--- src/pmt_pkg.sv ---
// Shared types and constants for the multi-channel PWM timer.
// Used by every module of the block except pmt_fifo; no dependencies of its own.
package pmt_pkg;

  // Defaults for top-level parameters
  localparam int CHANNELS_DEF     = 3;
  localparam int COUNTER_BITS_DEF = 16;
  localparam int QUEUE_DEPTH      = 2;

  // Field widths
  localparam int LEVEL_W = 16;
  localparam int PIN_W   = 3;
  localparam int PSC_W   = 15;

  // Input opcodes
  localparam logic [1:0] OP_TICK    = 2'd0;
  localparam logic [1:0] OP_SET     = 2'd1;
  localparam logic [1:0] OP_ALL_OFF = 2'd2;
  localparam logic [1:0] OP_ALL_ON  = 2'd3;

  // Configuration register indexes
  localparam logic [2:0] REG_PRESCALE_SHIFT = 3'd0;
  localparam logic [2:0] REG_PERIOD         = 3'd1;
  localparam logic [2:0] REG_COUNTER_ENABLE = 3'd2;
  localparam logic [2:0] REG_POLARITY       = 3'd3;
  localparam logic [2:0] REG_OUTPUT_MASK    = 3'd4;

  // Configuration reset values
  localparam logic [3:0]  RST_SHIFT    = 4'd4;
  localparam logic [15:0] RST_PERIOD   = 16'd10000;
  localparam logic        RST_ENABLE   = 1'b1;
  localparam logic        RST_POLARITY = 1'b0;
  localparam logic [2:0]  RST_OUTMASK  = 3'd7;

  typedef struct packed {
    logic [1:0]         op;
    logic [1:0]         channel;
    logic [LEVEL_W-1:0] level;
  } item_t;

  typedef struct packed {
    logic [PIN_W-1:0]   pwm_out;
    logic               update_event;
    logic [LEVEL_W-1:0] counter_value;
  } result_t;

  typedef struct packed {
    logic [3:0]         prescale_shift;
    logic [LEVEL_W-1:0] period;
    logic               counter_enable;
    logic               output_polarity;
    logic [PIN_W-1:0]   output_enable_mask;
  } cfg_t;

  // Classified command handed from front to back
  typedef enum logic [2:0] {
    CMD_NOP     = 3'd0,
    CMD_TICK    = 3'd1,
    CMD_SET     = 3'd2,
    CMD_ALL_OFF = 3'd3,
    CMD_ALL_ON  = 3'd4
  } cmd_kind_t;

  typedef struct packed {
    cmd_kind_t          kind;
    logic [1:0]         channel;
    logic [LEVEL_W-1:0] level;
  } cmd_t;

endpackage

--- src/multi_channel_pwm_timer.sv ---
// Top level of the multi-channel PWM timer: config registers, front, queues, back.
// Depends on pmt_pkg, pmt_fifo, pmt_front and pmt_back.
//
// Usage:
//   Input side is a queue: drive item and push; the transaction is taken at a
//   clock edge with push high and full low. Ops are tick, set level, all off
//   and all on. Every item gives exactly one result.
//   Result side is a queue: while empty is low the oldest result sits on
//   result; it is taken at a clock edge with pop high.
//   Configuration: cfg_wr_en, cfg_index and cfg_data write one register per
//   cycle with no wait; write only while the block is idle.
//   Path: a taken item waits as a command in the command queue until the back
//   end runs it; its result is written to the result queue, shows on result
//   and can then be popped.
//   Throughput: one item per cycle while the result queue has room; the back end
//   executes one command a cycle through a combinational counter and compare path.
//   Stall: when pop stays low the result queue fills, the back end stops, the
//   command queue fills and full rises; nothing is dropped.
//   Reset (rst, synchronous): queues empty, counters and all levels zero,
//   config registers back to their defaults (shift 4, period 10000, enabled,
//   active high, all outputs enabled).
module multi_channel_pwm_timer #(
  parameter int CHANNELS     = pmt_pkg::CHANNELS_DEF,
  parameter int COUNTER_BITS = pmt_pkg::COUNTER_BITS_DEF
) (
  input  logic              clk,
  input  logic              rst,
  input  logic              push,
  input  pmt_pkg::item_t    item,
  output logic              full,
  output logic              empty,
  input  logic              pop,
  output pmt_pkg::result_t  result,
  input  logic              cfg_wr_en,
  input  logic [2:0]        cfg_index,
  input  logic [15:0]       cfg_data
);
  import pmt_pkg::*;

  cfg_t    cfg;
  cmd_t    front_cmd;
  cmd_t    back_cmd;
  result_t back_result;
  logic    cmd_push;
  logic    cmd_pop;
  logic    cmd_empty;
  logic    res_push;
  logic    out_full;

  // Configuration registers
  always_ff @(posedge clk) begin
    if (rst) begin
      cfg.prescale_shift     <= RST_SHIFT;
      cfg.period             <= RST_PERIOD;
      cfg.counter_enable     <= RST_ENABLE;
      cfg.output_polarity    <= RST_POLARITY;
      cfg.output_enable_mask <= RST_OUTMASK;
    end else if (cfg_wr_en) begin
      case (cfg_index)
        REG_PRESCALE_SHIFT: cfg.prescale_shift     <= cfg_data[3:0];
        REG_PERIOD:         cfg.period             <= cfg_data;
        REG_COUNTER_ENABLE: cfg.counter_enable     <= cfg_data[0];
        REG_POLARITY:       cfg.output_polarity    <= cfg_data[0];
        REG_OUTPUT_MASK:    cfg.output_enable_mask <= cfg_data[2:0];
        default: ;
      endcase
    end
  end

  // Classify incoming transactions
  pmt_front #(.CHANNELS(CHANNELS)) u_front (
    .push     (push),
    .item     (item),
    .cfg      (cfg),
    .q_full   (full),
    .cmd_push (cmd_push),
    .cmd      (front_cmd)
  );

  // Command queue between front and back
  pmt_fifo #(.WIDTH($bits(cmd_t)), .DEPTH(QUEUE_DEPTH)) u_cmd_q (
    .clk   (clk),
    .rst   (rst),
    .push  (cmd_push),
    .wdata (front_cmd),
    .full  (full),
    .pop   (cmd_pop),
    .rdata (back_cmd),
    .empty (cmd_empty)
  );

  // Execute commands
  pmt_back #(.CHANNELS(CHANNELS), .COUNTER_BITS(COUNTER_BITS)) u_back (
    .clk       (clk),
    .rst       (rst),
    .cfg       (cfg),
    .cmd       (back_cmd),
    .cmd_empty (cmd_empty),
    .cmd_pop   (cmd_pop),
    .out_full  (out_full),
    .res_push  (res_push),
    .result    (back_result)
  );

  // Result queue
  pmt_fifo #(.WIDTH($bits(result_t)), .DEPTH(QUEUE_DEPTH)) u_res_q (
    .clk   (clk),
    .rst   (rst),
    .push  (res_push),
    .wdata (back_result),
    .full  (out_full),
    .pop   (pop),
    .rdata (result),
    .empty (empty)
  );

endmodule

--- src/pmt_fifo.sv ---
// Small register-based queue used between front and back and on the result side.
// No package dependency; WIDTH and DEPTH (power of two) set by the parent.
module pmt_fifo #(
  parameter int WIDTH = 1,
  parameter int DEPTH = 2
) (
  input  logic             clk,
  input  logic             rst,
  input  logic             push,
  input  logic [WIDTH-1:0] wdata,
  output logic             full,
  input  logic             pop,
  output logic [WIDTH-1:0] rdata,
  output logic             empty
);
  localparam int AW = (DEPTH > 1) ? $clog2(DEPTH) : 1;

  logic [WIDTH-1:0] mem [DEPTH];
  logic [AW-1:0]    wr_ptr;
  logic [AW-1:0]    rd_ptr;
  logic [AW:0]      count;
  logic             do_push;
  logic             do_pop;

  assign full    = (count == (AW+1)'(DEPTH));
  assign empty   = (count == '0);
  assign do_push = push && !full;
  assign do_pop  = pop && !empty;
  assign rdata   = mem[rd_ptr];

  // Pointers and fill count
  always_ff @(posedge clk) begin
    if (rst) begin
      wr_ptr <= '0;
      rd_ptr <= '0;
      count  <= '0;
    end else begin
      if (do_push) wr_ptr <= (wr_ptr == AW'(DEPTH - 1)) ? '0 : wr_ptr + AW'(1);
      if (do_pop)  rd_ptr <= (rd_ptr == AW'(DEPTH - 1)) ? '0 : rd_ptr + AW'(1);
      if (do_push && !do_pop)      count <= count + (AW+1)'(1);
      else if (do_pop && !do_push) count <= count - (AW+1)'(1);
    end
  end

  // Storage
  always_ff @(posedge clk) begin
    if (do_push) mem[wr_ptr] <= wdata;
  end

endmodule

--- src/pmt_front.sv ---
// Front end: takes input transactions, classifies them and clamps set levels.
// Depends on pmt_pkg; feeds the command queue.
module pmt_front #(
  parameter int CHANNELS = pmt_pkg::CHANNELS_DEF
) (
  input  logic            push,
  input  pmt_pkg::item_t  item,
  input  pmt_pkg::cfg_t   cfg,
  input  logic            q_full,
  output logic            cmd_push,
  output pmt_pkg::cmd_t   cmd
);
  import pmt_pkg::*;

  assign cmd_push = push && !q_full;

  // Decode opcode; out-of-range set-level channels become no-ops
  always_comb begin
    cmd.channel = item.channel;
    cmd.level   = (item.level > cfg.period) ? cfg.period : item.level;
    case (item.op)
      OP_TICK:    cmd.kind = CMD_TICK;
      OP_SET:     cmd.kind = (int'(item.channel) < CHANNELS) ? CMD_SET : CMD_NOP;
      OP_ALL_OFF: cmd.kind = CMD_ALL_OFF;
      OP_ALL_ON:  cmd.kind = CMD_ALL_ON;
      default:    cmd.kind = CMD_NOP;
    endcase
  end

endmodule

--- src/pmt_back.sv ---
// Back end: prescaler, main counter, three-stage compare buffering and pin logic.
// Depends on pmt_pkg; drains the command queue into the result queue.
module pmt_back #(
  parameter int CHANNELS     = pmt_pkg::CHANNELS_DEF,
  parameter int COUNTER_BITS = pmt_pkg::COUNTER_BITS_DEF
) (
  input  logic              clk,
  input  logic              rst,
  input  pmt_pkg::cfg_t     cfg,
  input  pmt_pkg::cmd_t     cmd,
  input  logic              cmd_empty,
  output logic              cmd_pop,
  input  logic              out_full,
  output logic              res_push,
  output pmt_pkg::result_t  result
);
  import pmt_pkg::*;

  localparam int CMP_W = (COUNTER_BITS > LEVEL_W) ? COUNTER_BITS : LEVEL_W;

  logic [PSC_W-1:0]                   prescale_count;
  logic [PSC_W-1:0]                   prescale_count_next;
  logic [COUNTER_BITS-1:0]            main_count;
  logic [COUNTER_BITS-1:0]            main_count_next;
  logic [CHANNELS-1:0][LEVEL_W-1:0]   pending_level;
  logic [CHANNELS-1:0][LEVEL_W-1:0]   pending_level_next;
  logic [CHANNELS-1:0][LEVEL_W-1:0]   preload_level;
  logic [CHANNELS-1:0][LEVEL_W-1:0]   preload_level_next;
  logic [CHANNELS-1:0][LEVEL_W-1:0]   active_level;
  logic [CHANNELS-1:0][LEVEL_W-1:0]   active_level_next;
  logic                               upd;
  logic                               fire;
  logic [LEVEL_W:0]                   limit;
  logic [CMP_W-1:0]                   cnt_ext;

  assign fire     = !cmd_empty && !out_full;
  assign cmd_pop  = fire;
  assign res_push = fire;
  assign limit    = ((LEVEL_W+1)'(1) << cfg.prescale_shift) - (LEVEL_W+1)'(1);

  // Next-state logic for one command
  always_comb begin
    prescale_count_next = prescale_count;
    main_count_next     = main_count;
    pending_level_next  = pending_level;
    preload_level_next  = preload_level;
    active_level_next   = active_level;
    upd                 = 1'b0;
    case (cmd.kind)
      CMD_TICK: begin
        if (cfg.counter_enable) begin
          if ((LEVEL_W+1)'(prescale_count) >= limit) begin
            prescale_count_next = '0;
            if (CMP_W'(main_count) >= CMP_W'(cfg.period)) begin
              main_count_next    = '0;
              upd                = 1'b1;
              active_level_next  = preload_level;
              preload_level_next = pending_level;
            end else begin
              main_count_next = main_count + COUNTER_BITS'(1);
            end
          end else begin
            prescale_count_next = prescale_count + PSC_W'(1);
          end
        end
      end
      CMD_SET: begin
        for (int i = 0; i < CHANNELS; i++) begin
          if (int'(cmd.channel) == i) pending_level_next[i] = cmd.level;
        end
      end
      CMD_ALL_OFF: pending_level_next = '0;
      CMD_ALL_ON: begin
        for (int i = 0; i < CHANNELS; i++) pending_level_next[i] = cfg.period;
      end
      default: ;
    endcase
  end

  // State registers
  always_ff @(posedge clk) begin
    if (rst) begin
      prescale_count <= '0;
      main_count     <= '0;
      pending_level  <= '0;
      preload_level  <= '0;
      active_level   <= '0;
    end else if (fire) begin
      prescale_count <= prescale_count_next;
      main_count     <= main_count_next;
      pending_level  <= pending_level_next;
      preload_level  <= preload_level_next;
      active_level   <= active_level_next;
    end
  end

  // Result fields from the state after this command
  assign cnt_ext               = CMP_W'(main_count_next);
  assign result.counter_value  = cnt_ext[LEVEL_W-1:0];
  assign result.update_event   = upd;

  for (genvar b = 0; b < PIN_W; b++) begin : g_pin
    if (b < CHANNELS) begin : g_used
      assign result.pwm_out[b] =
        ((cnt_ext < CMP_W'(active_level_next[b])) ^ cfg.output_polarity) &
        cfg.output_enable_mask[b];
    end else begin : g_unused
      assign result.pwm_out[b] = 1'b0;
    end
  end

  // Checks
  a_wrap_zero: assert property (@(posedge clk) disable iff (rst)
    fire && upd |-> main_count_next == '0)
    else $error("update without counter wrap to zero");

  a_hold_non_tick: assert property (@(posedge clk) disable iff (rst)
    fire && cmd.kind != CMD_TICK |=> $stable(main_count) && $stable(prescale_count))
    else $error("counter moved on a non-tick command");

  a_active_on_update: assert property (@(posedge clk) disable iff (rst)
    !(fire && upd) |=> $stable(active_level) && $stable(preload_level))
    else $error("compare buffers changed without update event");

  a_no_update_non_tick: assert property (@(posedge clk) disable iff (rst)
    fire && cmd.kind != CMD_TICK |-> !upd)
    else $error("update event on a non-tick command");

endmodule

--- config.mk ---
export PLATFORM = sky130hd
export DESIGN_NAME = multi_channel_pwm_timer
export DESIGN_NICKNAME = d
export VERILOG_FILES = /design/src/pmt_pkg.sv /design/src/multi_channel_pwm_timer.sv /design/src/pmt_fifo.sv /design/src/pmt_front.sv /design/src/pmt_back.sv
export SDC_FILE = /design/constraint.sdc
export NUM_CORES = 1
export LEC_CHECK = 0
export BUFFER_PORTS_ARGS = -buffer_cell sky130_fd_sc_hd__buf_2
export CAP_MARGIN = 20
export CORE_ASPECT_RATIO = 2
export CORE_MARGIN = 4
export CORE_UTILIZATION = 50
export CTS_CLUSTER_DIAMETER = 50
export DETAILED_ROUTE_END_ITERATION = 8
export PLACE_DENSITY = 0.71
export SETUP_SLACK_MARGIN = 0.2
export SLEW_MARGIN = 40
export SYNTH_ARGS = -nofsm -noshare
export SYNTH_HDL_FRONTEND = slang
export SYNTH_SLANG_ARGS = --single-unit
--- constraint.sdc ---
create_clock -name clk -period 5.8 [get_ports clk]
set_input_delay 0.29 -clock clk [delete_from_list [all_inputs] [get_ports clk]]
set_output_delay 0.29 -clock clk [all_outputs]
set_load 0.01 [all_outputs]
==> out/summary.txt, run 1 <==
Placed Cells = 1994
area delta synth->final = 17.31%
final hold viol count = 0
Synth Cell Area = 0.01464 mm^2
final hold slack = 0.02610 ns
Total GRT Usage = 24.67%
Remaining DRCs = 0
clock latency on the worst-skew pair = 0.56 ns
Synth area leaders = dfxtp_1 (29%), edfxtp_1 (17%), ha_1 (8.3%)
largest net degree at the start of global routing = 137
Synth top area share = 28.71%
Starting Density = 50.75%
CTS tree = yes
Clock Sinks = 292
Ant. Diodes = 0
multi-input logic area = 0.007714 mm^2
Post-synth ARST share = 0%
DR vias = 11860
CP top delay family = compound AO/OA/AOI/OAI gates
final setup fails = 0
leakage power = 7.179 nW
Ports = 66
Post-Syn Nets = 1713
Synth top cells by count = nand2_1 (228), dfxtp_1 (210), nor2_1 (168)
H-tree levels = 1
power per cell area = 406.7 mW/mm^2
fin crit share = 93.94%
slowest CP cell = a2111o_1
Cell variety after synth = 64
Port-buffer cells = 65
post-synth top area cell = dfxtp_1
Buf+Inv Stages, Crit Path = 3
FF/Latch Area = 0.006671 mm^2
VDD IR max = 351.4 uV
MaxCap Viol Count = 0
Clock Skew = 0.02273 ns
DR WL/cell = 19.50 um
Pre-antenna DRT Iters = 5
RD Place Congestion = 0.9325
Avg Inst Size Synth = 9.314 um^2
fin cells = 2071
Syn. warnings = 0
worst-path fanout max = 9
DP HPWL = 29.56 mm
Crit Path Category = register to register
TritonCTS Buffers = 26
Max clock buf depth = 3
core area = 0.02885 mm^2
post-route ant nets = 0
Top FF cell, synth = dfxtp_1
layout cell share with drive strength beyond 1 = 18.00%
#FFs+latches synth = 292
area of the die = 0.03225 mm^2
fin nets = 1832
CP most frequent cell = a21o_1
outcome = completed
critical path data arrival time = 5.74 ns
most common cell in the netlist = nand2_1
Via density = 5.727
Die Y-Extent = 250.0 um
Slew HR = 42.88%
RSZ-0062 raised after global routing = false
global-route wire length before repair = 62.71 mm
Die W = 129 um
initial antenna violation count = 1
register area share after synthesis = 45.53%
# fillers = 2520
Tmin final = 5.449 ns
grt ovf = 0
Achievable Freq = 183.5 MHz
worst min path class = input pin to register
Gate Count Post-Synth = 1572
nature of the critical path endpoint = register
slew at the pin with the worst max-slew slack = 0.8479 ns
std cell rows = 88
root buf cell = clkbuf_16
CP startpoint kind = register
vias in the first global route = 11559
Post-synth EDFFs = 82
Max Slew Vio Count = 0
Critical Path RT = 6.09 ns
slowest stage delay, CP = 0.42 ns
First DRT Iteration DRCs = 808
WL final = 40.38 mm
clk slew on worst S/H paths = 0.07 ns
power by group:
| group | switching, mW | internal, mW | total [mW] |
|---|---|---|---|
| clock | 0.799 | 0.954 | 1.75 |
| sequential | 0.238 | 2.56 | 2.80 |
| combinational | 1.40 | 1.04 | 2.44 |
| total | 2.44 | 4.55 | 6.99 |
path summary, 6_finish.rpt:
| kind | start | to | slack (ns) | cells past startpoint |
|---|---|---|---|---|
| max | cfg[22] | u_res_q.mem[0][17] | 0.35 | 26 |
| min | cfg_data[3] | cfg[8] | 0.03 | 3 |
| max reg2reg | cfg[22] | u_res_q.mem[0][17] | 0.35 | 26 |
| min reg2reg | u_back.pending_level[40] | u_back.preload_level[40] | 0.45 | 2 |
logic make-up after synthesis:
kind of cell | Yosys count | synth area share, %
compound gates | 354 | 14.83
xor+xnor | 34 | 2.034
fa+ha+maj | 97 | 8.289
buf+inv | 131 | 3.922
flops | 292 | 45.53
mux | 137 | 9.545
simple gates | 527 | 15.85
state kept, by name (all words and copies together), names as in the netlist, named ones only:
| register | count |
|---|---|
| cfg | 25 |
| u_back.active_level | 48 |
| u_back.main_count | 16 |
| u_back.pending_level | 48 |
| u_back.preload_level | 48 |
| u_back.prescale_count | 15 |
| u_cmd_q.count | 2 |
| u_cmd_q.mem | 42 |
| u_cmd_q.rd_ptr | 1 |
| u_cmd_q.wr_ptr | 1 |
| u_res_q.count | 2 |
| u_res_q.mem | 40 |
| u_res_q.rd_ptr | 1 |
| u_res_q.wr_ptr | 1 |
final cells by class:
class	count	share of cell area, %
multi-input cells	1149	44.91
flip-flops and latches	292	38.84
repair buffers	184	7.707
clock buffers	29	3.970
well taps	360	2.622
clock inverters	19	1.100
inverters	38	0.8523
per-stage QoR:
step                      setup slack (ns)  instance area (um^2)  power (mW)  utilization (%)  setup TNS [ns]
after floorplan                     0.2044                 14650       4.268                -               0
after global placement             -0.1265                 15710       5.078            54.46         -0.2530
after detailed placement           -0.1711                 15730       5.155            54.51         -0.3422
after CTS                           0.2050                 16800       6.940            58.25               0
after global routing                0.1496                 17180       7.376            59.54               0
final                               0.3515                 17180       6.987            59.54               0
layout by cell type (no fill, tap or decap), drive strengths merged, types with 8 or more instances in the layout:
cell	count
a211oi	45
nor2	168
dfxtp	210
clkbuf	29
clkinv	8
o21a	12
ha	97
nand2	228
buf	171
xnor2	13
a31oi	24
o21ai	69
nand4	19
edfxtp	82
and3	9
a21oi	137
inv	42
or3	11
nor3	10
and2	13
a21o	24
dlygate4sd3	13
mux2	21
xor2	21
mux2i	116
nor2b	27
nand3	19
a211o	11
worst min-delay path: stages:
cell and delay (ns):
buf_2 0.13, nand2_1 0.05, a21oi_1 0.05
what timing repair did:
action / 4_1_cts / 5_1_grt
setup buffers: 2 / 13
endpoints found under the hold margin: 15 / 0
gates resized for setup: 21 / 57
hold buffers: 13 / 0
pin swaps: 9 / 32
endpoints found under the setup margin: 6 / 6
per-layer routing:
| layer | vias up | global-route usage [%] | wire length (um) |
|---|---|---|---|
| li1 | 5807 | - | - |
| met1 | 5639 | 26.14 | 14360 |
| met2 | 300 | 46.29 | 21950 |
| met3 | 114 | 2.078 | 1334 |
| met4 | 0 | 14.03 | 2729 |
| met5 | - | 0 | 0 |
Note: power is estimated with default switching activity, not from simulation.
==> run 2: changes to the inputs <==
Settings changed: CORE_UTILIZATION 50 to 56, PLACE_DENSITY 0.71 to 0.77.
==> out/summary.txt, run 2 (synthesis gave the netlist of run 1 again) <==
Switch Pwr = 2.487 mW
nature of the critical path endpoint = register
launch instance of the worst min-delay path = cfg_data[15]
largest net degree at the start of global routing = 115
power per cell area = 412.7 mW/mm^2
slew at the pin with the worst max-slew slack = 0.8662 ns
slowest stage delay, CP = 0.46 ns
fin nets = 1817
First DRT Iteration DRCs = 921
Ports = 66
Achievable Freq = 182.8 MHz
RSZ-0062 raised after global routing = true
worst reg2reg setup slack = 0.33 ns
Die Y-Extent = 236.7 um
core area = 0.02575 mm^2
Regs by FF count = u_back.active_level: 48 flops, u_back.pending_level: 48 flops, u_back.preload_level: 48 flops
initial antenna violation count = 2
MaxCap Viol Count = 0
Clk pwr share = 25.5%
hold endpoint = cfg[20]
final hold slack = 0.008898 ns
RD Place Congestion = 0.9952
layout cell share with drive strength beyond 1 = 18.05%
Critical Path RT = 6.08 ns
most frequent cells in the layout = nand2_1 (222), dfxtp_1 (207), nor2_1 (154)
Total GRT Usage = 26.86%
global-route wire length before repair = 61.38 mm
CP startpoint kind = register
clk slew on worst S/H paths = 0.07 ns
DR vias = 12050
sequential share of power = 39.6%
H-tree levels = 1
Crit Path Category = register to register
Slew HR = 41.64%
CP most frequent cell = a21o_1
TritonCTS Buffers = 27
# fillers = 2069
worst min path class = input pin to register
vias in the first global route = 11661
grt ovf = 0
WL final = 40.06 mm
DP Area = 0.01558 mm^2
critical path data arrival time = 5.75 ns
cells along the critical path = nor2_4, nand3b_1, ha_2, or2_4, o21ai_2, a22o_1, a21oi_2, ha_1, a21o_1, a21o_1, a2111o_1, a21oi_4, nand2b_4, buf_12, mux2i_4, ha_1, a21o_1, a21o_1, a21oi_2, nand2_2, a2111oi_4, o31ai_2, and3_1, o21a_1
R2R cell count = 24
Port-buffer cells = 65
Die W = 122.3 um
FF-to-FF Start = cfg[24]
final hold viol count = 0
fin util = 66.88%
area delta synth->final = 17.64%
Clock Sinks = 292
Max clock buf depth = 3
Tmin final = 5.471 ns
std cell rows = 83
post-route ant nets = 0
combinational group share of total power = 34.9%
outcome = completed
CTS tree = yes
VDD IR max = 292.0 uV
fin cells = 2036
clock latency on the worst-skew pair = 0.55 ns
area of the die = 0.02895 mm^2
Final Power = 7.108 mW
sw frac = 34.99%
Max Slew Vio Count = 0
hold path cells = 3
leakage power = 7.041 nW
Placed Cells = 1959
Cell Int Power = 4.621 mW
slowest CP cell = a2111o_1
most common cell after layout, fill and taps aside = nand2_1
R2R Path End = u_res_q.mem[0][18]
Via density = 5.918
DR WL/cell = 19.67 um
worst-path fanout max = 7
root buf cell = clkbuf_16
fin crit share = 94.33%
Clock Skew = 0.01768 ns
Pre-antenna DRT Iters = 6
final setup fails = 0
Remaining DRCs = 0
DP HPWL = 28.81 mm
post-route cell area = 0.01722 mm^2
Starting Density = 56.85%
run 2: cell count changes in the layout (fill, tap and decap cells not counted), sizes merged:
cell | before | now
buf | 171 | 153
bufinv | 2 | 1
clkbuf | 29 | 39
clkinvlp | 5 | 1
diode | 0 | 1
inv | 42 | 39
run 2: final cells by class:
class                           count  area [um^2]  area share [%]
Timing Repair Buffer              168         1207           7.010
Clock buffer                       37        797.0           4.627
Sequential cell                   292         6670           38.73
Antenna cell                        1        2.502         0.01453
Tap cell                          340        425.4           2.470
Clock inverter                     11        108.9          0.6320
Multi-Input combinational cell   1149         7870           45.69
Inverter                           38        142.6          0.8281
run 2: critical path, delay by kind of cell, from the launching register on:
kind,cells,cell delay (ns)
AO/OA/AOI/OAI,13,2.61
AND/OR/NAND/NOR,6,1.01
adder cells (fa/ha/maj),3,0.79
flip-flops,1,0.33
multiplexers,1,0.27
buffers and inverters,1,0.17
run 2: through the flow:
| stage | setup TNS, ns | worst slack (ns) |
|---|---|---|
| finish | 0 | 0.3290 |
| global route | 0 | 0.1384 |
| detailed placement | -0.9468 | -0.2006 |
| global placement | -0.1672 | -0.07261 |
| floorplan | 0 | 0.2044 |
| CTS | 0 | 0.2019 |
run 2: layer usage:
metal  GRT usage (%)  wire [um]
met1           28.25      14110
met2           48.96      21340
met3           3.155       1612
met4           17.61       2997
met5               0          0
run 2: what timing repair did:
action                                 in CTS  in global routing
gates resized for setup                    30                 77
setup endpoints to repair                   6                  6
setup buffers                               4                 10
cloned                                      0                  1
endpoints found under the hold margin      15                  0
hold buffers                               13                  0
pin swaps                                   5                 36
run 2: how the worst max path moves through the flow:
stage                 start                 end  slack (ns)  cells past startpoint
finish              cfg[24]  u_res_q.mem[0][18]        0.33                     24
global route        cfg[24]  u_res_q.mem[1][19]        0.14                     25
CTS                 cfg[23]  u_res_q.mem[1][19]        0.20                     29
detailed placement  cfg[21]  u_res_q.mem[1][19]       -0.20                     25
global placement    cfg[23]  u_res_q.mem[0][19]       -0.07                     25
floorplan           cfg[23]  u_res_q.mem[0][17]        0.20                     28
run 2: power groups by stage:
stage          combinational (mW)  sequential [mW]  clock [mW]
6_report                     2.48             2.81        1.81
4_1_cts                      2.32             2.79        1.82
3_3_place_gp                 2.21             2.80           0
3_5_place_dp                 2.28             2.83           0
2_1_floorplan                1.53             2.74           0
5_1_grt                      2.70             2.86        1.90
